<file path="src/sv/bis_queue.sv">
// ----------------------------------------------------------------------------
// bis_queue: two-entry queue
// Decouples a producer from a consumer so that each side can stall on its
// own without losing a transaction.
// ----------------------------------------------------------------------------
module bis_queue #(
   parameter int DATA_W = 8
) (
   input  logic              clock,
   input  logic              reset,
   input  logic              push_valid,
   output logic              push_ready,
   input  logic [DATA_W-1:0] push_data,
   output logic              pop_valid,
   input  logic              pop_ready,
   output logic [DATA_W-1:0] pop_data
);

   logic [DATA_W-1:0] slots_ff [2];
   logic              wr_ptr_ff;
   logic              rd_ptr_ff;
   logic [1:0]        count_ff;
   logic              push;
   logic              pop;

   assign push_ready = (count_ff != 2'd2);
   assign pop_valid  = (count_ff != 2'd0);
   assign pop_data   = slots_ff[rd_ptr_ff];
   assign push       = push_valid && push_ready;
   assign pop        = pop_valid && pop_ready;

   // Pointers and fill level.
   always_ff @(posedge clock) begin
      if (reset) begin
         wr_ptr_ff <= 1'b0;
         rd_ptr_ff <= 1'b0;
         count_ff  <= 2'd0;
      end else begin
         if (push) begin
            wr_ptr_ff <= ~wr_ptr_ff;
         end
         if (pop) begin
            rd_ptr_ff <= ~rd_ptr_ff;
         end
         count_ff <= count_ff + {1'b0, push} - {1'b0, pop};
      end
   end

   // Entry storage.
   always_ff @(posedge clock) begin
      if (push) begin
         slots_ff[wr_ptr_ff] <= push_data;
      end
   end

endmodule

</file>
<file path="config.mk">
export PLATFORM = sky130hd
export DESIGN_NAME = bis_queue
export DESIGN_NICKNAME = d
export VERILOG_FILES = /design/src/sv/bis_queue.sv
export SDC_FILE = /design/constraint.sdc
export NUM_CORES = 1
export LEC_CHECK = 0
export BUFFER_PORTS_ARGS = -buffer_cell sky130_fd_sc_hd__buf_2
export CAP_MARGIN = 20
export CELL_PAD_IN_SITES_DETAIL_PLACEMENT = 1
export CELL_PAD_IN_SITES_GLOBAL_PLACEMENT = 2
export CORE_UTILIZATION = 34
export DETAILED_ROUTE_END_ITERATION = 8
export PLACE_DENSITY_LB_ADDON = 0.1
export SLEW_MARGIN = 5
export SYNTH_ARGS = -nofsm -noshare
export SYNTH_HDL_FRONTEND = slang
export SYNTH_SLANG_ARGS = --single-unit
</file>
<file path="constraint.sdc">
create_clock -name clock -period 2.25 [get_ports clock]
set_clock_uncertainty 0.1 [all_clocks]
set_input_delay 0.1125 -clock clock [delete_from_list [all_inputs] [get_ports clock]]
set_output_delay 0.1125 -clock clock [all_outputs]
set_load 0.01 [all_outputs]
</file>
==> flow_summary.yaml <==
run_status:
  status: "complete, no violations"
sta:
  fin_crit_ns: 1.633
  max_freq_ghz: 0.6123
  rsz0062_at_grt: "false"
  setup_viol: 0
  holdWs_ns: 0.08369
  slew-limit-headroom_pct: 74.52
  tns_ns: 0
  tightestPinTransition_ns: 0.3822
  finalCritPeriodShare_pct: 72.58
  hold_viol_final: 0
  maxSlewViolCount: 0
worst_setup_path:
  worst-r2r-cell-count: 7
  rr_endpoint: "count_ff[1]"
  timing.rr.start: "count_ff[1]"
  path_class: "reg -> reg"
  crit_path_start_kind: "flop"
  path_common_cell: "ha_1"
  arrival_ns: 1.72
  setup.worst_path.end_class: "flop"
  crit_required_ns: 2.34
  critPathSlowestCell: "dfxtp_1"
  cp_cell_sequence: "o21a_2, ha_1, inv_1, ha_1, xor2_1, xnor2_1, nor2_1"
  critPathMaxFanout: 4
  regToRegSetupSlack_ns: 0.62
  max_stage_delay_ns: 0.36
power_and_ir_drop:
  leakagePower_nw: 0.4360
  ir_drop_uv: 501.3
  pwr_density_cell_nw_per_um2: 943.4
clock_tree:
  cts.clk_slew.worst_paths_ns: 0.10
  cts_buffer_depth: 2
  cts_inserted_buffers: 3
  cts_tree: "done"
  cts_root_buf: "clkbuf_4"
  cts_sinks: 21
  clock_latency_ns: 0.29
  cts-htree-levels: 1
  cts_resized: 0
die:
  dieArea_um2: 2592
  start_util_pct: 36.41
  die_w_um: 50.91
  io_pins: 22
  rows: 17
  core_area_um2: 2233
  die_h_um: 50.91
synth:
  seq_area_frac_synth_pct: 71.38
  syn_inst: 49
  synth_nets: 63
  avgSynthCellArea_um2: 16.60
  synth_warnings: 0
  synth-seq-cells: 21
  ys_types: 16
  synth_area_um2: 813.3
drt:
  wl_per_cell_um: 11.35
  drt-total-wl_um: 1260
  first_pass_iters: 2
  num_vias: 482
  drc: 0
  viasPerCell: 4.342
  drtAntennaViolNets: 0
  drt_first_iter_violations: 5
placement:
  numPortBuffers: 21
  place_area_um2: 955.9
  placed_cells: 98
  gp_congestion: 0.6836
  dp_hpwl_um: 883.2
cells_and_area:
  fin_area_um2: 1072
  n_antenna_cell: 0
  multi_input_area_um2: 224.0
  regArea_um2: 580.6
  fin_nets: 98
  final_cell_mix: "21 x buf_2, 16 x edfxtp_1, 9 x dlygate4sd3_1"
  fillers: 247
  final_common_cell: "buf_2"
  stdcell_count: 111
  syn2layout_area_growth_pct: 31.85
  layout-drive-gt1-share_pct: 34.94
worst_hold_path:
  hold_class: "in -> reg"
  whs_endpoint: "wr_ptr_ff"
  hp-start: "push_valid"
  hold-path-cell-count: 3
global_routing:
  antenna_found_initial: 0
  grt_overflow_total: 0
  grt_start_max_net_pins: 12
  grt_pass1_wl_um: 2166
  grt_pass1_vias: 504
  grt_use_total_pct: 11.65
flow_run:
  cap_violations: 0
[timing repair]
action / CTS / global route
buffers inserted: 0 / 0
hold buffers: 9 / 0
endpoints found under the hold margin: 20 / 0
[area by class of cell]
cell class,instances,share of cell area [%]
Timing Repair Buffer,31,18.90
Inverter,1,0.3501
Clock buffer,4,2.450
Sequential cell,21,54.14
Multi-Input combinational cell,26,20.89
Tap cell,28,3.267
[sequential cells by signal, indices dropped and copies added, names as in the netlist, named ones only]
register   cells
rd_ptr_ff      1
slots_ff      16
count_ff       2
wr_ptr_ff      1
[power by group]
part / total, W / leakage (nW) / switching (W) / internal, W
registers: 0.000539 / 0.191 / 0.0000463 / 0.000493
logic: 0.000305 / 0.230 / 0.000140 / 0.000165
clock network: 0.000168 / 0.0150 / 0.0000988 / 0.0000688
[cell usage after synthesis]
cell type | n | area (µm²)
o21a_2 | 1 | 8.760
nor2b_1 | 2 | 12.51
ha_1 | 2 | 25.02
or2_1 | 1 | 6.260
and3_1 | 1 | 6.260
mux2_1 | 8 | 90.09
nand2_2 | 1 | 6.260
buf_2 | 1 | 5.000
mux2_4 | 1 | 15.01
inv_1 | 1 | 3.750
xor2_1 | 1 | 8.760
nor2_1 | 5 | 18.77
nand2b_2 | 1 | 8.760
xnor2_1 | 2 | 17.52
edfxtp_1 | 16 | 480.5
dfxtp_1 | 5 | 100.1
[stage by stage]
stage	total power (W)	util, %	setup WS (ns)
after global routing	0.001086	48.01	0.4647
after CTS	0.001031	48.01	0.5996
after detailed placement	0.0008498	42.80	0.6146
after global placement	0.0008478	42.80	0.6206
after floorplan	0.0007431	-	0.6691
final	0.001012	48.01	0.6169
[cells by family (layout without fill, tap and decap cells)]
kind of cell	Yosys count	count (layout)	synth area share, %
AO/OA/AOI/OAI	1	1	1.077
XOR/XNOR	3	3	3.231
adder cells (fa/ha/maj)	2	2	3.076
buffers and inverters	2	36	1.076
flip-flops	21	21	71.39
multiplexers	9	9	12.92
AND/OR/NAND/NOR	11	11	7.232
[how the worst max path moves through the flow]
stage           startpoint           to  cells after the start
2_1_floorplan  count_ff[0]  count_ff[1]                      8
3_3_place_gp   count_ff[1]  count_ff[1]                      7
3_5_place_dp   count_ff[1]  count_ff[1]                      7
4_1_cts        count_ff[1]  count_ff[1]                      7
5_1_grt        count_ff[1]  count_ff[1]                      7
6_report       count_ff[1]  count_ff[1]                      7
[routing by layer]
| metal | GRT usage [%] | vias up | routed length [µm] |
|---|---|---|---|
| met1 | 13.24 | 226 | 522 |
| li1 | - | 242 | - |
| met5 | 0 | - | 0 |
| met2 | 20.83 | 14 | 674 |
| met4 | 2.778 | 0 | 0 |
| met3 | 3.869 | 0 | 63 |
[worst max-delay path: cells and delay by family (launching register included)]
family | cells | cell delay, ns
adder cells (fa/ha/maj) | 2 | 0.42
AND/OR/NAND/NOR | 1 | 0.05
AO/OA/AOI/OAI | 1 | 0.24
flip-flops | 1 | 0.36
buffers and inverters | 1 | 0.05
XOR/XNOR | 2 | 0.30
(Power assumes the default switching activity.)
