<file path="src/sv/bis_pkg.sv">
// ----------------------------------------------------------------------------
// bis_pkg: shared definitions of the bilinear image scaler
// Field widths, register indexes, reset values and the size and step bundles
// that pass between the control registers, the step divider and the front end.
// ----------------------------------------------------------------------------
package bis_pkg;

   // Widths of the item fields.
   localparam int COL_W = 6;
   localparam int ROW_W = 6;
   localparam int CH_W  = 8;
   localparam int PIX_W = 3 * CH_W;

   // Size registers and 8.16 steps.
   localparam int SIZE_W    = 7;
   localparam int FRAC_BITS = 16;
   localparam int STEP_W    = 24;

   // Sample position: target column times step.
   localparam int POS_W     = COL_W + STEP_W;
   localparam int POS_INT_W = POS_W - FRAC_BITS;

   // Step divider: dividend is the source size shifted up by the fraction.
   localparam int DIV_W     = SIZE_W + FRAC_BITS;
   localparam int DIV_CNT_W = $clog2(DIV_W + 1);

   // Stream and register port widths.
   localparam int REQ_DATA_W  = 40;
   localparam int RSP_DATA_W  = PIX_W;
   localparam int CSR_INDEX_W = 4;

   // Result slots that the back end may reserve ahead of delivery.
   localparam int RESULT_SLOTS = 2;
   localparam int SLOT_CNT_W   = 2;

   // Operation codes carried in tuser.
   localparam logic OP_LOAD   = 1'b0;
   localparam logic OP_SAMPLE = 1'b1;

   // Smallest size that the blend accepts, and register reset values.
   localparam logic [SIZE_W-1:0] MIN_SIZE             = 7'd2;
   localparam logic [SIZE_W-1:0] RESET_SOURCE_WIDTH  = 7'd64;
   localparam logic [SIZE_W-1:0] RESET_SOURCE_HEIGHT = 7'd64;
   localparam logic [SIZE_W-1:0] RESET_TARGET_WIDTH  = 7'd32;
   localparam logic [SIZE_W-1:0] RESET_TARGET_HEIGHT = 7'd32;

   typedef enum logic [CSR_INDEX_W-1:0] {
      REG_SOURCE_WIDTH  = 4'd0,
      REG_SOURCE_HEIGHT = 4'd1,
      REG_TARGET_WIDTH  = 4'd2,
      REG_TARGET_HEIGHT = 4'd3
   } csr_index_type;

   // Effective frame sizes after saturation.
   typedef struct packed {
      logic [SIZE_W-1:0] src_w;
      logic [SIZE_W-1:0] src_h;
      logic [SIZE_W-1:0] tgt_w;
      logic [SIZE_W-1:0] tgt_h;
   } sizes_type;

   // Horizontal and vertical steps in 8.16 fixed point.
   typedef struct packed {
      logic [STEP_W-1:0] step_x;
      logic [STEP_W-1:0] step_y;
   } steps_type;

endpackage

</file>
<file path="src/sv/bis_front.sv">
// ----------------------------------------------------------------------------
// bis_front: item classifier and address generator
// Accepts load and sample items, clamps the target position, forms the sample
// position, the four neighbour addresses and the two weights, and hands out jobs.
// ----------------------------------------------------------------------------
module bis_front #(
   parameter int MAX_WIDTH   = 64,
   parameter int MAX_HEIGHT  = 64,
   parameter int WEIGHT_BITS = 8
) (
   input  logic                          clock,
   input  logic                          reset,
   input  logic                          in_valid,
   output logic                          in_ready,
   input  logic                          in_op,
   input  logic [bis_pkg::COL_W-1:0]     in_column,
   input  logic [bis_pkg::ROW_W-1:0]     in_row,
   input  logic [bis_pkg::PIX_W-1:0]     in_pixel,
   input  bis_pkg::sizes_type            sizes,
   input  bis_pkg::steps_type            steps,
   output logic                          job_valid,
   input  logic                          job_ready,
   output logic [1 + bis_pkg::PIX_W + 2*WEIGHT_BITS
                 + 4*$clog2(MAX_WIDTH*MAX_HEIGHT) - 1:0] job_data
);

   localparam int ADDR_W = $clog2(MAX_WIDTH * MAX_HEIGHT);

   typedef struct packed {
      logic                          is_load;
      logic [bis_pkg::PIX_W-1:0]     pixel;
      logic [WEIGHT_BITS-1:0]        wa;
      logic [WEIGHT_BITS-1:0]        wb;
      logic [3:0][ADDR_W-1:0]        addr;
   } job_type;

   // Store address of a pixel, row-major.
   function automatic logic [ADDR_W-1:0] addr_of(input logic [bis_pkg::POS_INT_W-1:0] x,
                                                 input logic [bis_pkg::POS_INT_W-1:0] y);
      return ADDR_W'(y) * ADDR_W'(MAX_WIDTH) + ADDR_W'(x);
   endfunction

   // First stage: classified item.
   logic                             s1_valid_ff;
   logic                             s1_load_ff;
   logic [ADDR_W-1:0]                s1_addr_ff;
   logic [bis_pkg::PIX_W-1:0]        s1_pixel_ff;
   logic [bis_pkg::COL_W-1:0]        s1_col_ff;
   logic [bis_pkg::ROW_W-1:0]        s1_row_ff;
   logic                             s1_last_col_ff;
   logic                             s1_last_row_ff;

   // Second stage: sample position.
   logic                             s2_valid_ff;
   logic                             s2_load_ff;
   logic [ADDR_W-1:0]                s2_addr_ff;
   logic [bis_pkg::PIX_W-1:0]        s2_pixel_ff;
   logic [bis_pkg::POS_W-1:0]        s2_px_ff;
   logic [bis_pkg::POS_W-1:0]        s2_py_ff;
   logic                             s2_last_col_ff;
   logic                             s2_last_row_ff;

   logic                             s2_ready;
   logic                             load_in_range;
   logic                             s1_valid_in;
   logic [bis_pkg::SIZE_W-1:0]       tgt_w_m1;
   logic [bis_pkg::SIZE_W-1:0]       tgt_h_m1;
   logic [bis_pkg::COL_W-1:0]        col_in;
   logic [bis_pkg::ROW_W-1:0]        row_in;
   logic [bis_pkg::POS_INT_W-1:0]    src_w_m1;
   logic [bis_pkg::POS_INT_W-1:0]    src_h_m1;
   logic [bis_pkg::POS_INT_W-1:0]    px_int;
   logic [bis_pkg::POS_INT_W-1:0]    py_int;
   logic [bis_pkg::POS_INT_W-1:0]    ix;
   logic [bis_pkg::POS_INT_W-1:0]    iy;
   logic [bis_pkg::POS_INT_W-1:0]    ix1;
   logic [bis_pkg::POS_INT_W-1:0]    iy1;
   logic                             corner;
   job_type                          job;

   // Stall chain: each stage moves when the one after it has room.
   assign s2_ready  = !s2_valid_ff || job_ready;
   assign in_ready  = !s1_valid_ff || s2_ready;
   assign job_valid = s2_valid_ff;

   // Classification: loads outside the store are dropped, sample positions
   // saturate to the last target column and row.
   always_comb begin
      load_in_range = (int'(in_column) < MAX_WIDTH) && (int'(in_row) < MAX_HEIGHT);
      s1_valid_in   = in_valid && ((in_op == bis_pkg::OP_SAMPLE) || load_in_range);
      tgt_w_m1      = sizes.tgt_w - 1'b1;
      tgt_h_m1      = sizes.tgt_h - 1'b1;
      col_in        = ({1'b0, in_column} > tgt_w_m1) ? tgt_w_m1[bis_pkg::COL_W-1:0]
                                                     : in_column;
      row_in        = ({1'b0, in_row} > tgt_h_m1) ? tgt_h_m1[bis_pkg::ROW_W-1:0]
                                                  : in_row;
   end

   always_ff @(posedge clock) begin
      if (reset) begin
         s1_valid_ff <= 1'b0;
      end else if (in_ready) begin
         s1_valid_ff <= s1_valid_in;
      end
   end

   always_ff @(posedge clock) begin
      if (in_valid && in_ready) begin
         s1_load_ff     <= (in_op == bis_pkg::OP_LOAD);
         s1_addr_ff     <= addr_of(bis_pkg::POS_INT_W'(in_column),
                                   bis_pkg::POS_INT_W'(in_row));
         s1_pixel_ff    <= in_pixel;
         s1_col_ff      <= col_in;
         s1_row_ff      <= row_in;
         s1_last_col_ff <= ({1'b0, col_in} == tgt_w_m1);
         s1_last_row_ff <= ({1'b0, row_in} == tgt_h_m1);
      end
   end

   // Sample position in 14.16: target index times step.
   always_ff @(posedge clock) begin
      if (reset) begin
         s2_valid_ff <= 1'b0;
      end else if (s2_ready) begin
         s2_valid_ff <= s1_valid_ff;
      end
   end

   always_ff @(posedge clock) begin
      if (s1_valid_ff && s2_ready) begin
         s2_load_ff     <= s1_load_ff;
         s2_addr_ff     <= s1_addr_ff;
         s2_pixel_ff    <= s1_pixel_ff;
         s2_px_ff       <= bis_pkg::POS_W'(s1_col_ff) * bis_pkg::POS_W'(steps.step_x);
         s2_py_ff       <= bis_pkg::POS_W'(s1_row_ff) * bis_pkg::POS_W'(steps.step_y);
         s2_last_col_ff <= s1_last_col_ff;
         s2_last_row_ff <= s1_last_row_ff;
      end
   end

   // Neighbour indices clamp to the source edge; the bottom-right target
   // pixel takes the source corner with full weight on it.
   always_comb begin
      src_w_m1 = bis_pkg::POS_INT_W'(sizes.src_w - 1'b1);
      src_h_m1 = bis_pkg::POS_INT_W'(sizes.src_h - 1'b1);
      px_int   = s2_px_ff[bis_pkg::POS_W-1:bis_pkg::FRAC_BITS];
      py_int   = s2_py_ff[bis_pkg::POS_W-1:bis_pkg::FRAC_BITS];
      corner   = s2_last_col_ff && s2_last_row_ff;

      ix  = (corner || (px_int > src_w_m1)) ? src_w_m1 : px_int;
      iy  = (corner || (py_int > src_h_m1)) ? src_h_m1 : py_int;
      ix1 = (ix == src_w_m1) ? ix : ix + 1'b1;
      iy1 = (iy == src_h_m1) ? iy : iy + 1'b1;

      job.is_load = s2_load_ff;
      job.pixel   = s2_pixel_ff;
      job.wa      = s2_last_col_ff ? '0
                    : s2_px_ff[bis_pkg::FRAC_BITS-1 -: WEIGHT_BITS];
      job.wb      = s2_last_row_ff ? '0
                    : s2_py_ff[bis_pkg::FRAC_BITS-1 -: WEIGHT_BITS];
      job.addr[0] = s2_load_ff ? s2_addr_ff : addr_of(ix, iy);
      job.addr[1] = addr_of(ix1, iy);
      job.addr[2] = addr_of(ix, iy1);
      job.addr[3] = addr_of(ix1, iy1);
   end

   assign job_data = job;

endmodule

</file>
<file path="config.mk">
export PLATFORM = sky130hd
export DESIGN_NAME = bis_front
export DESIGN_NICKNAME = d
export VERILOG_FILES = /design/src/sv/bis_pkg.sv /design/src/sv/bis_front.sv
export SDC_FILE = /design/constraint.sdc
export NUM_CORES = 1
export LEC_CHECK = 0
export BUFFER_PORTS_ARGS = -buffer_cell sky130_fd_sc_hd__buf_2
export CORE_UTILIZATION = 60
export DETAILED_ROUTE_END_ITERATION = 10
export HOLD_SLACK_MARGIN = 0.06
export PLACE_DENSITY = 0.83
export SYNTH_ARGS = -nofsm -noshare
export SYNTH_HDL_FRONTEND = slang
export SYNTH_SLANG_ARGS = --single-unit
</file>
<file path="constraint.sdc">
create_clock -name clock -period 6.75 [get_ports clock]
set_clock_uncertainty 0.1 [all_clocks]
set_input_delay 0.675 -clock clock [delete_from_list [all_inputs] [get_ports clock]]
set_output_delay 0.675 -clock clock [all_outputs]
set_load 0.03 [all_outputs]
</file>
==> metrics.md <==
| Metric | Value |
|---|---|
| Syn nets | `1981` |
| Routed WL | `33900 um` |
| Slowest cell on the critical path | `a311o_2` |
| First-pass GRT wire length | `57410 um` |
| Slew Limit Headroom | `0.2318` |
| Pwr/cell area | `342.1 mW/mm2` |
| Final Cycle Share | `0.9620` |
| Total GRT Usage | `0.2762` |
| Buffers on Ports | `207` |
| Sequential-to-total area share from yosys stat | `0.2680` |
| CP arrival | `5.72 ns` |
| Met2 routed WL | `16560 um` |
| Dpl hpwl | `26650 um` |
| Die Area | `0.02591 mm2` |
| Final Net Count | `2175` |
| Hold endpoint | `job_valid` |
| DRT iter0 DRCs | `941` |
| DRC | `0` |
| Top delay family on crit path | `compound AO/OA/AOI/OAI gates` |
| Wire length on met3 | `2289 um` |
| Final Slew Violations | `0` |
| P_leak | `0.008186 uW` |
| Clock H-tree levels | `4` |
| Max Clock Freq | `154.0 MHz` |
| Max layer used | `met5` |
| Main synth FF type | `edfxtp_1` |
| R2R Setup Slk | `1.04 ns` |
| Worst Hold Class | `in -> reg` |
| Slew @ Worst Pin | `1.152 ns` |
| Placed Cells incl. Taps | `2049` |
| Die X | `161.0 um` |
| Worst slack, placed | `0.2328 ns` |
| Syn Area/Cell | `9.784 um2` |
| Part of the power in combinational logic | `0.605` |
| Sink Count | `136` |
| FP Rows | `57` |
| Core area | `0.02453 mm2` |
| CTS tree | `yes` |
| Worst r2r src | `s1_col_ff[0]` |
| Yosys warnings | `0` |
| Startpoint type of the worst setup path | `primary input` |
| Fin worst setup slack | `0.2566 ns` |
| Critical Path Sink Type | `output port` |
| Largest net degree at the start of global routing | `84` |
| Setup TNS | `0 ns` |
| Worst Setup Path Type | `in -> out` |
| Instance count of the mapped netlist | `1550` |
| WHS Path Cells | `2` |
| Initial Util | `0.6181` |
| P_sw | `2647 uW` |
| Outcome | `finished clean` |
| CP bufs+invs | `2` |
| IO Pins | `208` |
| Final Hold Vio Count | `0` |
| Setup-failing EPs final | `0` |
| Sw Ratio | `0.4527` |
| Metal-1 WL | `14210 um` |
| Drt wl/cell | `16.25 um` |
| CP Cell Sequence | `buf_2, nor3_1, nand3_2, ha_1, a21o_1, a221o_1, a21o_1, a311o_2, nand2_1, nand2_1, o21ai_1, ha_1, and2_1, or2_2, ha_1, a21o_1, a21oi_1, o21bai_1, a21oi_1, xor2_1, xnor2_1, buf_2` |
| Asr flop ratio synth | `0` |
| Num CTS Buffers | `17` |
| Layout area overhead | `12.71%` |
| Tmin final | `6.493 ns` |
| Mapped cell area | `0.01516 mm2` |
| Clock buffer depth | `2` |
| Most common cell after layout, fill and taps aside | `nand2_1` |
| Path depth of the worst reg2reg path | `15` |
| Max-cap violations | `0` |
| Final antenna-violating net count | `0` |
| #FFs+latches synth | `136` |
| Worst skew pair latency | `0.42 ns` |
| Clk pwr share | `0.156` |
| Seq pwr share | `0.239` |
| Fin cells | `2086` |
| Detailed Routing Iterations Pass 1 | `5` |
| Crit path max fanout | `8` |
| Via count | `11725` |
| CTS root buf | `clkbuf_16` |
| Hold path start | `reset` |
| Initial antenna violation count | `6` |
| Total grt overflow | `0` |
| Height of the die | `161.0 um` |
| Routability cong. | `0.9455` |
| Worst-path clk slew | `0.07 ns` |
| Data required time at the worst endpoint | `5.97 ns` |
| Slowest stage delay, CP | `0.41 ns` |
| Vias in the first global route | `12106` |
| Share of cells above drive strength 1 | `0.1594` |
| Post-synth cell types | `72` |
| Final hold slack | `0.3113 ns` |
| IR drop worst, VDD | `0.2984 mV` |
| Most frequent cells in the layout | `nand2_1 (303), inv_1 (215), buf_2 (207)` |
| EDFF count, synth | `134` |
| Internal Pwr Total | `3200 uW` |
| R2R Path End | `s2_px_ff[29]` |
| Vias per cell | `5.621` |
cell type report:
| cell class | instances | area, um2 |
|---|---|---|
| antenna | 5 | 12.51 |
| clock buffer | 17 | 425.4 |
| clock inverter | 15 | 150.1 |
| fill | 1869 | 7442 |
| inverter | 215 | 807.0 |
| multi-input combinational | 1157 | 10120 |
| sequential | 136 | 4064 |
| tap | 324 | 405.4 |
| timing repair buffer | 217 | 1111 |
worst register-to-register path, stage by stage, from the launching register on:
cell and delay, ns:
edfxtp_1 0.93, nand2_1 0.21, fa_1 0.58, fa_1 0.56, inv_1 0.05, fa_1 0.44
ha_1 0.34, and3_1 0.18, a22oi_1 0.24, nand2_1 0.12, nor3_1 0.31, o21ai_0 0.26
a32o_1 0.32, o41a_1 0.39, or4_1 0.44, nand4_1 0.11
registers in the layout, indices dropped and copies added (netlist names), 6 cells and up:
name / count
s2_py_ff: 22
s2_pixel_ff: 24
s1_addr_ff: 12
s2_addr_ff: 12
s1_col_ff: 6
s1_row_ff: 6
s2_px_ff: 22
s1_pixel_ff: 24
worst max-delay path by stage:
| stage | from | to | slack (ns) | depth (start not counted) |
|---|---|---|---|---|
| floorplan | sizes[22] | job_data[46] | 0.10 | 21 |
| global placement | sizes[14] | job_data[35] | 0.37 | 24 |
| detailed placement | sizes[22] | job_data[46] | 0.23 | 21 |
| CTS | sizes[14] | job_data[35] | 0.21 | 24 |
| global route | sizes[16] | job_data[35] | -0.05 | 22 |
| finish | sizes[16] | job_data[35] | 0.26 | 22 |
power by group through the flow:
stage	logic [uW]	clock network, uW	registers, uW
floorplan	2750	0	1340
global placement	3390	0	1400
detailed placement	3510	0	1410
CTS	3550	928	1390
global route	3970	958	1410
finish	3540	913	1400
synth_stat cells, drive strengths merged (7+ instances only):
cell | count | area [um2]
xor2 | 42 | 367.9
xnor2 | 69 | 611.8
inv | 215 | 807.0
and3 | 8 | 53.80
nor3 | 28 | 140.1
a21o | 22 | 165.2
buf | 9 | 65.06
fa | 178 | 3563
o21a | 21 | 157.7
o211ai | 7 | 57.55
nand2b | 7 | 43.79
nor2 | 49 | 183.9
a21oi | 58 | 290.3
o21ai | 39 | 195.2
nor2b | 24 | 150.1
ha | 136 | 1702
nand4 | 17 | 112.6
clkbuf | 33 | 143.9
nand3 | 18 | 90.09
nand2 | 303 | 1137
and2 | 42 | 262.8
edfxtp | 134 | 4024
metrics by stage:
| stage | util | power (uW) | cell area [um2] |
|---|---|---|---|
| floorplan | - | 4095 | 15160 |
| global placement | 0.6718 | 4794 | 16480 |
| detailed placement | 0.6718 | 4915 | 16480 |
| CTS | 0.6952 | 5868 | 17060 |
| global route | 0.6963 | 6342 | 17080 |
| finish | 0.6967 | 5846 | 17090 |
logic make-up after synthesis:
| group | count (synthesis) | share of synthesized area |
|---|---|---|
| AO/OA/AOI/OAI | 195 | 0.08366 |
| XOR/XNOR | 113 | 0.06766 |
| adder cells (fa/ha/maj) | 315 | 0.3479 |
| buffers and inverters | 257 | 0.06700 |
| flip-flops | 136 | 0.2680 |
| multiplexers | 10 | 0.007013 |
| AND/OR/NAND/NOR | 524 | 0.1587 |
what timing repair did:
action,CTS,global route
gates resized for setup,0,7
endpoints found under the setup margin,0,4
buffers inserted,0,0
hold buffers,0,0
routing by layer:
layer	vias to the layer above	GRT usage
li1	5507	-
met1	5694	0.3572
met2	446	0.4728
met3	76	0.05085
met4	2	0.08533
met5	-	0
(Power assumes the default switching activity.)
