===== config.mk =====
export PLATFORM = sky130hd
export DESIGN_NAME = bis_step_div
export DESIGN_NICKNAME = d
export VERILOG_FILES = /design/src/sv/bis_pkg.sv /design/src/sv/bis_step_div.sv
export SDC_FILE = /design/constraint.sdc
export NUM_CORES = 1
export LEC_CHECK = 0
export ABC_AREA = 1
export BUFFER_PORTS_ARGS = -buffer_cell sky130_fd_sc_hd__buf_2
export CAP_MARGIN = 20
export CORE_MARGIN = 5
export CORE_UTILIZATION = 30
export DETAILED_ROUTE_END_ITERATION = 8
export PLACE_DENSITY = 0.56
export SYNTH_ARGS = -nofsm -noshare
export SYNTH_HDL_FRONTEND = slang
export SYNTH_SLANG_ARGS = --single-unit
export TNS_END_PERCENT = 10

===== constraint.sdc =====
create_clock -name clock -period 5.26 [get_ports clock]
set_input_delay 0.526 -clock clock [delete_from_list [all_inputs] [get_ports clock]]
set_output_delay 0.526 -clock clock [all_outputs]
set_load 0.02 [all_outputs]

===== src/sv/bis_pkg.sv =====
// ----------------------------------------------------------------------------
// bis_pkg: shared definitions of the bilinear image scaler
// Field widths, register indexes, reset values and the size and step bundles
// that pass between the control registers, the step divider and the front end.
// ----------------------------------------------------------------------------
package bis_pkg;

   // Widths of the item fields.
   localparam int COL_W = 6;
   localparam int ROW_W = 6;
   localparam int CH_W  = 8;
   localparam int PIX_W = 3 * CH_W;

   // Size registers and 8.16 steps.
   localparam int SIZE_W    = 7;
   localparam int FRAC_BITS = 16;
   localparam int STEP_W    = 24;

   // Sample position: target column times step.
   localparam int POS_W     = COL_W + STEP_W;
   localparam int POS_INT_W = POS_W - FRAC_BITS;

   // Step divider: dividend is the source size shifted up by the fraction.
   localparam int DIV_W     = SIZE_W + FRAC_BITS;
   localparam int DIV_CNT_W = $clog2(DIV_W + 1);

   // Stream and register port widths.
   localparam int REQ_DATA_W  = 40;
   localparam int RSP_DATA_W  = PIX_W;
   localparam int CSR_INDEX_W = 4;

   // Result slots that the back end may reserve ahead of delivery.
   localparam int RESULT_SLOTS = 2;
   localparam int SLOT_CNT_W   = 2;

   // Operation codes carried in tuser.
   localparam logic OP_LOAD   = 1'b0;
   localparam logic OP_SAMPLE = 1'b1;

   // Smallest size that the blend accepts, and register reset values.
   localparam logic [SIZE_W-1:0] MIN_SIZE             = 7'd2;
   localparam logic [SIZE_W-1:0] RESET_SOURCE_WIDTH  = 7'd64;
   localparam logic [SIZE_W-1:0] RESET_SOURCE_HEIGHT = 7'd64;
   localparam logic [SIZE_W-1:0] RESET_TARGET_WIDTH  = 7'd32;
   localparam logic [SIZE_W-1:0] RESET_TARGET_HEIGHT = 7'd32;

   typedef enum logic [CSR_INDEX_W-1:0] {
      REG_SOURCE_WIDTH  = 4'd0,
      REG_SOURCE_HEIGHT = 4'd1,
      REG_TARGET_WIDTH  = 4'd2,
      REG_TARGET_HEIGHT = 4'd3
   } csr_index_type;

   // Effective frame sizes after saturation.
   typedef struct packed {
      logic [SIZE_W-1:0] src_w;
      logic [SIZE_W-1:0] src_h;
      logic [SIZE_W-1:0] tgt_w;
      logic [SIZE_W-1:0] tgt_h;
   } sizes_type;

   // Horizontal and vertical steps in 8.16 fixed point.
   typedef struct packed {
      logic [STEP_W-1:0] step_x;
      logic [STEP_W-1:0] step_y;
   } steps_type;

endpackage


===== src/sv/bis_step_div.sv =====
// ----------------------------------------------------------------------------
// bis_step_div: step divider
// Works out step_x and step_y as (source size << 16) / target size with one
// shared restoring divider, one quotient bit a cycle, horizontal step first.
// ----------------------------------------------------------------------------
module bis_step_div (
   input  logic                clock,
   input  logic                reset,
   input  logic                start,
   input  bis_pkg::sizes_type  sizes,
   output bis_pkg::steps_type  steps,
   output logic                busy
);

   typedef enum logic [1:0] {
      DV_IDLE,
      DV_X,
      DV_Y
   } state_type;

   state_type                        state_ff;
   logic [bis_pkg::DIV_CNT_W-1:0]    cnt_ff;
   logic [bis_pkg::SIZE_W-1:0]       rem_ff;
   logic [bis_pkg::DIV_W-1:0]        quo_ff;
   bis_pkg::steps_type               steps_ff;

   logic [bis_pkg::SIZE_W-1:0]       divisor;
   logic [bis_pkg::SIZE_W:0]         trial;
   logic [bis_pkg::SIZE_W:0]         diff;
   logic                             fits;
   logic [bis_pkg::SIZE_W-1:0]       rem_in;
   logic [bis_pkg::DIV_W-1:0]        quo_in;
   logic                             last_step;

   // One restoring step: shift in the next dividend bit and try a subtract.
   always_comb begin
      divisor   = (state_ff == DV_Y) ? sizes.tgt_h : sizes.tgt_w;
      trial     = {rem_ff, quo_ff[bis_pkg::DIV_W-1]};
      diff      = trial - {1'b0, divisor};
      fits      = (trial >= {1'b0, divisor});
      rem_in    = fits ? diff[bis_pkg::SIZE_W-1:0] : trial[bis_pkg::SIZE_W-1:0];
      quo_in    = {quo_ff[bis_pkg::DIV_W-2:0], fits};
      last_step = (cnt_ff == bis_pkg::DIV_CNT_W'(1));
   end

   // Sequencer, partial remainder and the finished steps.
   always_ff @(posedge clock) begin
      if (reset) begin
         state_ff <= DV_IDLE;
         cnt_ff   <= '0;
      end else begin
         unique case (state_ff)
            DV_IDLE: begin
               if (start) begin
                  state_ff <= DV_X;
                  rem_ff   <= '0;
                  quo_ff   <= {sizes.src_w, {bis_pkg::FRAC_BITS{1'b0}}};
                  cnt_ff   <= bis_pkg::DIV_CNT_W'(bis_pkg::DIV_W);
               end
            end
            DV_X: begin
               if (last_step) begin
                  steps_ff.step_x <= bis_pkg::STEP_W'(quo_in);
                  state_ff        <= DV_Y;
                  rem_ff          <= '0;
                  quo_ff          <= {sizes.src_h, {bis_pkg::FRAC_BITS{1'b0}}};
                  cnt_ff          <= bis_pkg::DIV_CNT_W'(bis_pkg::DIV_W);
               end else begin
                  rem_ff <= rem_in;
                  quo_ff <= quo_in;
                  cnt_ff <= cnt_ff - 1'b1;
               end
            end
            DV_Y: begin
               if (last_step) begin
                  steps_ff.step_y <= bis_pkg::STEP_W'(quo_in);
                  state_ff        <= DV_IDLE;
               end else begin
                  rem_ff <= rem_in;
                  quo_ff <= quo_in;
                  cnt_ff <= cnt_ff - 1'b1;
               end
            end
            default: begin
               state_ff <= DV_IDLE;
            end
         endcase
      end
   end

   assign steps = steps_ff;
   assign busy  = (state_ff != DV_IDLE);

endmodule


==> results of run 1 <==
registers in the layout (all words and copies together), names as in the netlist:
register	count
steps	46
rem_ff	7
quo_ff	23
cnt_ff	5
state_ff	2
metrics by stage:
| stage | setup WS [ps] | instances | cell area [sq um] |
|---|---|---|---|
| 3_3_place_gp | 2409 | 569 | 4284 |
| 6_report | 2335 | 585 | 4609 |
| 2_1_floorplan | 2515 | 328 | 3705 |
| 5_1_grt | 2094 | 585 | 4609 |
| 3_5_place_dp | 2279 | 569 | 4284 |
| 4_1_cts | 2270 | 585 | 4609 |
worst max-delay path by stage:
stage	from	end	slack (ps)	depth (start not counted)
2_1_floorplan	state_ff[1]$_SDFFE_PP0P_	steps[24]$_DFFE_PP_	2510	4
3_3_place_gp	state_ff[0]$_SDFFE_PP0P_	rem_ff[6]$_DFFE_PP_	2410	14
3_5_place_dp	state_ff[0]$_SDFFE_PP0P_	rem_ff[6]$_DFFE_PP_	2280	14
4_1_cts	state_ff[0]$_SDFFE_PP0P_	rem_ff[6]$_DFFE_PP_	2270	14
5_1_grt	state_ff[0]$_SDFFE_PP0P_	rem_ff[6]$_DFFE_PP_	2090	14
6_report	state_ff[0]$_SDFFE_PP0P_	rem_ff[6]$_DFFE_PP_	2340	14
Yosys cell counts (all sizes together):
cell    instances
edfxtp         76
nand2          65
inv            52
nor2           37
nand3          29
ha             14
a21oi          12
buf             7
dfxtp           7
o21ai           7
mux2i           6
nand4           3
nor3            3
nand3b          2
or2             2
xor2            2
conb            1
fa              1
mux2            1
where the power goes:
| part | leakage, uW | internal [uW] | total (uW) | switching, uW |
|---|---|---|---|---|
| clock network | 0.000154 | 420 | 673 | 254 |
| registers | 0.000769 | 897 | 986 | 88.6 |
| logic | 0.00105 | 231 | 679 | 448 |
critical path, cell delays in order, from the launching register on:
cell     delay [ps]
dfxtp_1         330
inv_1           130
ha_1            600
mux2_2          290
ha_1            130
inv_1            60
fa_1            430
nand3_1         130
nand2_1          90
nand2_1         120
nand3_4         130
nand2_1         110
nand2_1          50
nand2_1          50
inv_1            40
layout make-up:
class,count,area [sq um]
timing repair buffer,80,407.9
multi-input combinational,186,1049
tap,168,210.2
clock buffer,9,225.2
sequential,83,2422
inverter,52,195.2
clock inverter,7,100.1
fill,1171,7452
layer usage:
| layer | track usage, % | routed length (microns) |
|---|---|---|
| met3 | 2.937 | 441 |
| met2 | 18.17 | 3673 |
| met1 | 12.91 | 3418 |
| met4 | 3.187 | 101 |
| met5 | 0 | 0 |
logic make-up after synthesis:
logic type / synth area share, %
buf+inv: 6.592
mux: 1.927
xor+xnor: 0.4734
fa+ha+maj: 5.274
flops: 65.45
simple gates: 17.00
other cells: 0.1013
compound gates: 3.178
==> out/results.txt, run 1 <==
Pwr Density: 507.3 mW/mm^2
worst-skew pair later-pin latency: 330 ps
worst slew pin tran: 830.4 ps
ranking of synthesized cells by area: edfxtp_1, nand2_1, inv_1, ha_1, dfxtp_1
final hold violation count: 0
Mapped Cells: 327
commonest non-fill, non-tap cell in the layout: buf_2
worst hold endpoint: steps[14]$_DFFE_PP_
DRC violations left: 0
maximum vdd ir drop: 0.1604 mV
CTS tree: done
Die Wd: 121.1 microns
root buffer cell: clkbuf_16
setup violators final: 0
min Tclk post-route: 2925 ps
Slew HR: 44.58%
Seq/Total Area, Yosys: 65.45%
Num CTS Buffers: 9
NumNets Final: 458
Die Area: 0.01466 sq mm
crit path max fanout: 10
post-synth cell types: 29
area share of the largest cell type after synthesis: 61.66%
pin count of the biggest net entering global routing: 24
post_cts resized: 0
kind of critical path: register to register
synthesized area: 0.003701 sq mm
r2r endpoint: rem_ff[6]$_DFFE_PP_
Ports: 80
Initial Util: 30.68%
Hold WS: 474.3 ps
Core Box Area: 0.01206 sq mm
fmax: 0.3419 GHz
crit start category: register
GRT Util Overall: 10.57%
# Max-Cap Violations: 0
Setup TNS Final: 0 ps
hpwl dp: 5670 microns
Final period util: 55.60%
DRT iter0 DRCs: 204
TritonCTS Sinks: 83
unrepaired setup endpoints after global routing: no
Worst Hold Launch: quo_ff[13]$_DFFE_PP_
reg2reg start: state_ff[0]$_SDFFE_PP0P_
Vias/cell: 4.179
row count: 40
status: completed
Critical Path RT: 5350 ps
Area Growth Syn to Fin: 24.54%
postcts setup bufs: 0
most frequent cells in the layout: buf_2, edfxtp_1, nand2_1
Max clock buf depth: 2
Synth warnings: 0
vias in the first global route: 2403
GRT overflow: 0
static leakage: 0.001969 uW
Hold Path Stages: 0
WL per Instance: 13.05 microns
Setup Skew: 5.202 ps
layout cells sized above 1: 26.62%
Max Slew Vio Count: 0
reg2reg path depth: 14
Reg2Reg Setup Slack: 2340 ps
synthesized flop and latch total: 83
first-pass GRT wire length: 11990 microns
final wirelength: 7635 microns
worst min-delay path category: register to register
vias: 2445
Util after Layout: 38.22%
ant diodes: 0
ANT nets after route: 0
cell taking the most area after synthesis: edfxtp_1
initial antenna violation count: 0
Vert. Die Dim: 121.1 microns
CTS clk-pin slew, worst paths: 60 ps
Port Buffer Count: 77
Pwr Total: 2338 uW
Final GP Congestion: 0.7926
Avg Inst Size Synth: 11.32 sq um
critical path capture point type: register
cts hold-fix bufs: 0
worst endpoint data arrival time: 3010 ps
TritonRoute pass-1 iters: 4
H-tree depth: 3
(Power assumes the default switching activity.)
==> inputs of run 2 (changes only) <==
--- a/config.mk
+++ b/config.mk
@@ -11,7 +11,7 @@
 export CORE_MARGIN = 5
 export CORE_UTILIZATION = 30
 export DETAILED_ROUTE_END_ITERATION = 8
-export PLACE_DENSITY = 0.56
+export PLACE_DENSITY = 0.58
 export SYNTH_ARGS = -nofsm -noshare
 export SYNTH_HDL_FRONTEND = slang
 export SYNTH_SLANG_ARGS = --single-unit
==> constraint.sdc (replaced) <==
create_clock -name clock -period 2.55 [get_ports clock]
set_input_delay 0.255 -clock clock [delete_from_list [all_inputs] [get_ports clock]]
set_output_delay 0.255 -clock clock [all_outputs]
set_load 0.02 [all_outputs]
==> out/results.txt, run 2 (synthesized netlist as in run 1, its figures left out) <==
Pwr Density: 1015 mW/mm^2 (+100%)
H-tree depth: 3 (unchanged)
fill count: 1206 (+3.0%)
min Tclk post-route: 2324 ps (-600.8 ps)
Die Area: 0.01466 sq mm (unchanged)
WL per Instance: 13.15 microns (+0.73%)
root buffer cell: clkbuf_16
Largest register FFs: 46 (unchanged)
NumNets Final: 462 (+0.87%)
TritonRoute pass-1 iters: 4 (unchanged)
GRT Util Overall: 11.10% (+0.52 points)
DRT iter0 DRCs: 141 (-31%)
crit start category: register
reg2reg path depth: 14 (unchanged)
Reg area: 0.002424 sq mm (about the same)
static leakage: 0.001975 uW (+0.33%)
Initial Util: 30.68% (unchanged)
setup violators final: 0 (unchanged)
Max Slew Vio Count: 0 (unchanged)
most frequent cells in the layout: buf_2, edfxtp_1, nand2_1
CTS tree: done
Port Buffer Count: 77 (unchanged)
Final GP Congestion: 0.8873 (+12%)
Hold WS: 223.0 ps (-251.2 ps)
area of the multi-input gates: 0.001094 sq mm (+4.3%)
kind of critical path: register to register
Setup TNS Final: 0 ps (unchanged)
critical path capture point type: register
worst-skew pair later-pin latency: 330 ps (about the same)
Vias/cell: 4.250 (+1.7%)
unrepaired setup endpoints after global routing: no
Final period util: 91.14% (+36 points)
# Max-Cap Violations: 0 (unchanged)
Core Box Area: 0.01206 sq mm (unchanged)
worst min-delay path category: primary input to register
pin count of the biggest net entering global routing: 24 (unchanged)
Critical Path RT: 2640 ps (-2710 ps)
Hold Path Stages: 3 (+3)
worst endpoint data arrival time: 2410 ps (-600 ps)
layout cells sized above 1: 29.45% (+2.8 points)
vias: 2503 (+2.4%)
GRT overflow: 0 (unchanged)
initial antenna violation count: 0 (unchanged)
postcts setup bufs: 0 (unchanged)
Util after Layout: 38.44% (+0.23 points)
Vert. Die Dim: 121.1 microns (unchanged)
status: completed
pre-CTS setup slack: 41.95 ps (-2237 ps)
first-pass GRT wire length: 12700 microns (+5.9%)
TritonCTS Sinks: 83 (unchanged)
maximum vdd ir drop: 0.3510 mV (+120%)
ANT nets after route: 0 (unchanged)
Area Growth Syn to Fin: 25.29%
final wirelength: 7743 microns (+1.4%)
vias in the first global route: 2603 (+8.3%)
commonest non-fill, non-tap cell in the layout: buf_2
setup slack after layout: 226.0 ps (-2109 ps)
Die Wd: 121.1 microns (unchanged)
ant diodes: 0 (unchanged)
Setup Skew: 6.458 ps (+1.257 ps)
CTS clk-pin slew, worst paths: 60 ps (about the same)
hpwl dp: 5752 microns (+1.4%)
final hold violation count: 0 (unchanged)
Ports: 80 (unchanged)
fmax: 0.4303 GHz (+26%)
crit path max fanout: 9 (-1)
Num CTS Buffers: 9 (unchanged)
Max clock buf depth: 2 (unchanged)
DRC violations left: 0 (unchanged)
row count: 40 (unchanged)
## run 2: path summary, 6_finish.rpt
| path | start | end | slack (ps) |
|---|---|---|---|
| worst max-delay path | state_ff[0]$_SDFFE_PP0P_ | rem_ff[6]$_DFFE_PP_ | 230 |
| worst min-delay path | sizes[24] | quo_ff[19]$_DFFE_PP_ | 220 |
| worst max register to register | state_ff[0]$_SDFFE_PP0P_ | rem_ff[6]$_DFFE_PP_ | 230 |
| worst min register to register | quo_ff[1]$_DFFE_PP_ | steps[2]$_DFFE_PP_ | 480 |
## run 2: power breakdown
part / leakage (uW) / internal, uW / switching, uW
registers: 0.000769 / 1850 / 181
clock network: 0.000132 / 664 / 528
logic: 0.00107 / 527 / 956
## run 2: through the flow
stage          instance area (sq um)  total power, uW  std cells
6_report                        4637             4708        589
3_5_place_dp                    4320             3507        573
4_1_cts                         4597             4703        589
2_1_floorplan                   3710             3102        328
3_3_place_gp                    4320             3466        573
5_1_grt                         4637             5059        589
## run 2: worst max-delay path: stages (launching register included)
cell and delay [ps]:
dfxtp_2 350, inv_2 70, ha_4 170, mux2_2 220, ha_1 150, inv_2 60, fa_2 410, nand3_1 110
nand2_1 80, nand2_1 110, nand3_4 120, nand2_1 100, nand2_1 50, nand2_1 50, inv_1 30
## run 2: area by class of cell
class | count | area share, %
multi-input combinational | 186 | 23.58
clock buffer | 9 | 4.857
clock inverter | 7 | 1.106
inverter | 52 | 4.209
sequential | 83 | 52.27
timing repair buffer | 84 | 9.444
tap | 168 | 4.533
## run 2: timing repair
| action | 4_1_cts | 5_1_grt |
|---|---|---|
| resized for setup | 0 | 11 |
| hold buffers | 0 | 0 |
| setup endpoints to repair | 0 | 8 |
## run 2: per-layer routing
metal	GRT usage, %	up-vias	wire, microns
met5	0	-	0
met4	5.524	0	184
met3	2.331	16	486
met2	17.40	82	3463
met1	14.53	1144	3607
li1	-	1261	-
==> inputs of run 3 (changes only) <==
--- a/config.mk
+++ b/config.mk
@@ -11,7 +11,7 @@
 export CORE_MARGIN = 5
 export CORE_UTILIZATION = 30
 export DETAILED_ROUTE_END_ITERATION = 8
-export PLACE_DENSITY = 0.58
+export PLACE_DENSITY = 0.56
 export SYNTH_ARGS = -nofsm -noshare
 export SYNTH_HDL_FRONTEND = slang
 export SYNTH_SLANG_ARGS = --single-unit
==> constraint.sdc (replaced) <==
create_clock -name clock -period 2.6 [get_ports clock]
set_input_delay 0.26 -clock clock [delete_from_list [all_inputs] [get_ports clock]]
set_output_delay 0.26 -clock clock [all_outputs]
set_load 0.02 [all_outputs]
==> out/results.txt, run 3 (synthesized netlist as in run 1, its figures left out) <==
status: completed
NumNets Final: 462 (unchanged)
unrepaired setup endpoints after global routing: no
Largest register FFs: 46 (unchanged)
crit path max fanout: 9 (unchanged)
Pwr Total: 4850 uW (+3.0%)
Seq pwr share: 41.2% (-2.0 points)
WL per Instance: 13.03 microns (-0.88%)
root buffer cell: clkbuf_16
Pint: 3255 uW (+7.0%)
worst endpoint data arrival time: 2450 ps (+40 ps)
row count: 40 (unchanged)
reg2reg path depth: 14 (unchanged)
clock share of power: 29.3% (+4.0 points)
H-tree depth: 3 (unchanged)
ant diodes: 0 (unchanged)
vias: 2491 (-0.48%)
net switching power: 1596 uW (-4.2%)
Num CTS Buffers: 9 (unchanged)
Top Usage Layer GRT: met2
GR Util met2: 17.05% (-0.35 points)
postcts setup bufs: 0 (unchanged)
vias in the first global route: 2439 (-6.3%)
ANT nets after route: 0 (unchanged)
kind of critical path: register to register
Area after DPL: 0.004345 sq mm (+0.58%)
Setup Skew: 10.69 ps (+4.234 ps)
final hold violation count: 0 (unchanged)
Critical Path RT: 2690 ps (+50 ps)
final wirelength: 7662 microns (-1.0%)
Switching Fraction: 32.90% (-2.5 points)
Crit path top cell by count: nand2_1
layout cells sized above 1: 28.33% (-1.1 points)
Global Route met1 Usage: 13.24% (-1.3 points)
Die Wd: 121.1 microns (unchanged)
hpwl dp: 5912 microns (+2.8%)
Max Slew Vio Count: 0 (unchanged)
Hold WS: 225.4 ps (+2.354 ps)
Vias/cell: 4.236 (-0.31%)
Finished Cell Area: 0.004698 sq mm (+1.3%)
commonest non-fill, non-tap cell in the layout: buf_2
first-pass GRT wire length: 12290 microns (-3.2%)
CTS tree: done
Port Buffer Count: 77 (unchanged)
Final period util: 90.74% (-0.40 points)
min Tclk post-route: 2359 ps (+35.24 ps)
pin count of the biggest net entering global routing: 21 (-13%)
DRT iter0 DRCs: 181 (+28%)
worst-skew pair later-pin latency: 330 ps (about the same)
fmax: 0.4239 GHz (-1.5%)
cts hold-fix bufs: 0 (unchanged)
CTS clk-pin slew, worst paths: 60 ps (about the same)
GRT overflow: 0 (unchanged)
combinational share of power: 29.5% (-2.0 points)
Pwr Density: 1032 mW/mm^2 (+1.7%)
Area Growth Syn to Fin: 26.94%
Ports: 80 (unchanged)
most frequent cells in the layout: buf_2, edfxtp_1, nand2_1
static leakage: 0.002010 uW (+1.7%)
Core Box Area: 0.01206 sq mm (unchanged)
fill count: 1157 (-4.1%)
crit start category: register
critical-path cell list: inv_2 -> ha_2 -> mux2_2 -> ha_1 -> inv_1 -> fa_2 -> nand3_1 -> nand2_1 -> nand2_1 -> nand3_4 -> nand2_1 -> nand2_1 -> nand2_1 -> inv_1
Initial Util: 30.68% (unchanged)
Final GP Congestion: 0.8214 (-7.4%)
TritonCTS Sinks: 83 (unchanged)
worst min-delay path category: primary input to register
Die Area: 0.01466 sq mm (unchanged)
GRT Util Overall: 10.70% (-0.40 points)
maximum vdd ir drop: 0.4324 mV (+23%)
Vert. Die Dim: 121.1 microns (unchanged)
initial antenna violation count: 0 (unchanged)
Crit-path slowest cell: dfxtp_1
TritonRoute pass-1 iters: 4 (unchanged)
Hold Path Stages: 3 (unchanged)
setup violators final: 0 (unchanged)
DRC violations left: 0 (unchanged)
critical path capture point type: register
max incr delay on CP: 370 ps (-40 ps)
Setup TNS Final: 0 ps (unchanged)
Max clock buf depth: 2 (unchanged)
M3 GR Usage: 3.217% (+0.89 points)
# Max-Cap Violations: 0 (unchanged)
run 3: cell count changes in the layout (fill, tap and decap cells not counted), sizes merged:
cell and change:
inv -1, bufinv +3, clkinv -1, clkinvlp -2
run 3: final cells by class:
cell class	count	area, sq um	share of cell area, %
clock inverters	6	112.6	2.397
clock buffers	9	225.2	4.794
inverters	52	195.2	4.154
repair buffers	84	466.7	9.933
flip-flops and latches	83	2422	51.56
multi-input cells	186	1066	22.69
well taps	168	210.2	4.474
run 3: final timing paths:
| path | startpoint | endpoint | slack (ps) |
|---|---|---|---|
| max | state_ff[0]$_SDFFE_PP0P_ | rem_ff[6]$_DFFE_PP_ | 240 |
| min | sizes[26] | quo_ff[21]$_DFFE_PP_ | 230 |
| max reg2reg | state_ff[0]$_SDFFE_PP0P_ | rem_ff[6]$_DFFE_PP_ | 240 |
| min reg2reg | quo_ff[9]$_DFFE_PP_ | steps[10]$_DFFE_PP_ | 480 |
run 3: worst max-delay path, delay by kind of cell, from the launching register on:
kind / cells / cell delay [ps]
flops: 1 / 370
fa+ha+maj: 3 / 700
mux: 1 / 230
simple gates: 7 / 640
buf+inv: 3 / 180
run 3: per-layer routing:
layer	part of all wire (%)	wire (microns)	vias to the layer above
met5	0	0	-
met4	3.0	228	0
met3	7.0	535	12
met2	45	3413	74
met1	45	3485	1142
li1	-	-	1263
run 3: metrics by stage:
stage                     utilization (%)  std cells  setup WS [ps]
after detailed placement            36.03        573          71.71
after global placement              36.03        573          205.0
final                               38.95        588          240.8
after CTS                           38.83        588          68.75
after floorplan                         -        328         -137.4
after global routing                38.95        588          41.36
run 3: repair_timing:
item                       CTS  global route
setup endpoints to repair    0             8
gates resized for setup      0             6
hold endpoints to repair     0             0
run 3: power by group through the flow:
stage / Combinational [uW] / Sequential, uW / Clock, uW
3_5_place_dp: 1430 / 2030 / 0
2_1_floorplan: 1070 / 1980 / 0
4_1_cts: 1430 / 2000 / 1450
5_1_grt: 1650 / 2030 / 1510
3_3_place_gp: 1410 / 2010 / 0
6_report: 1430 / 2000 / 1420
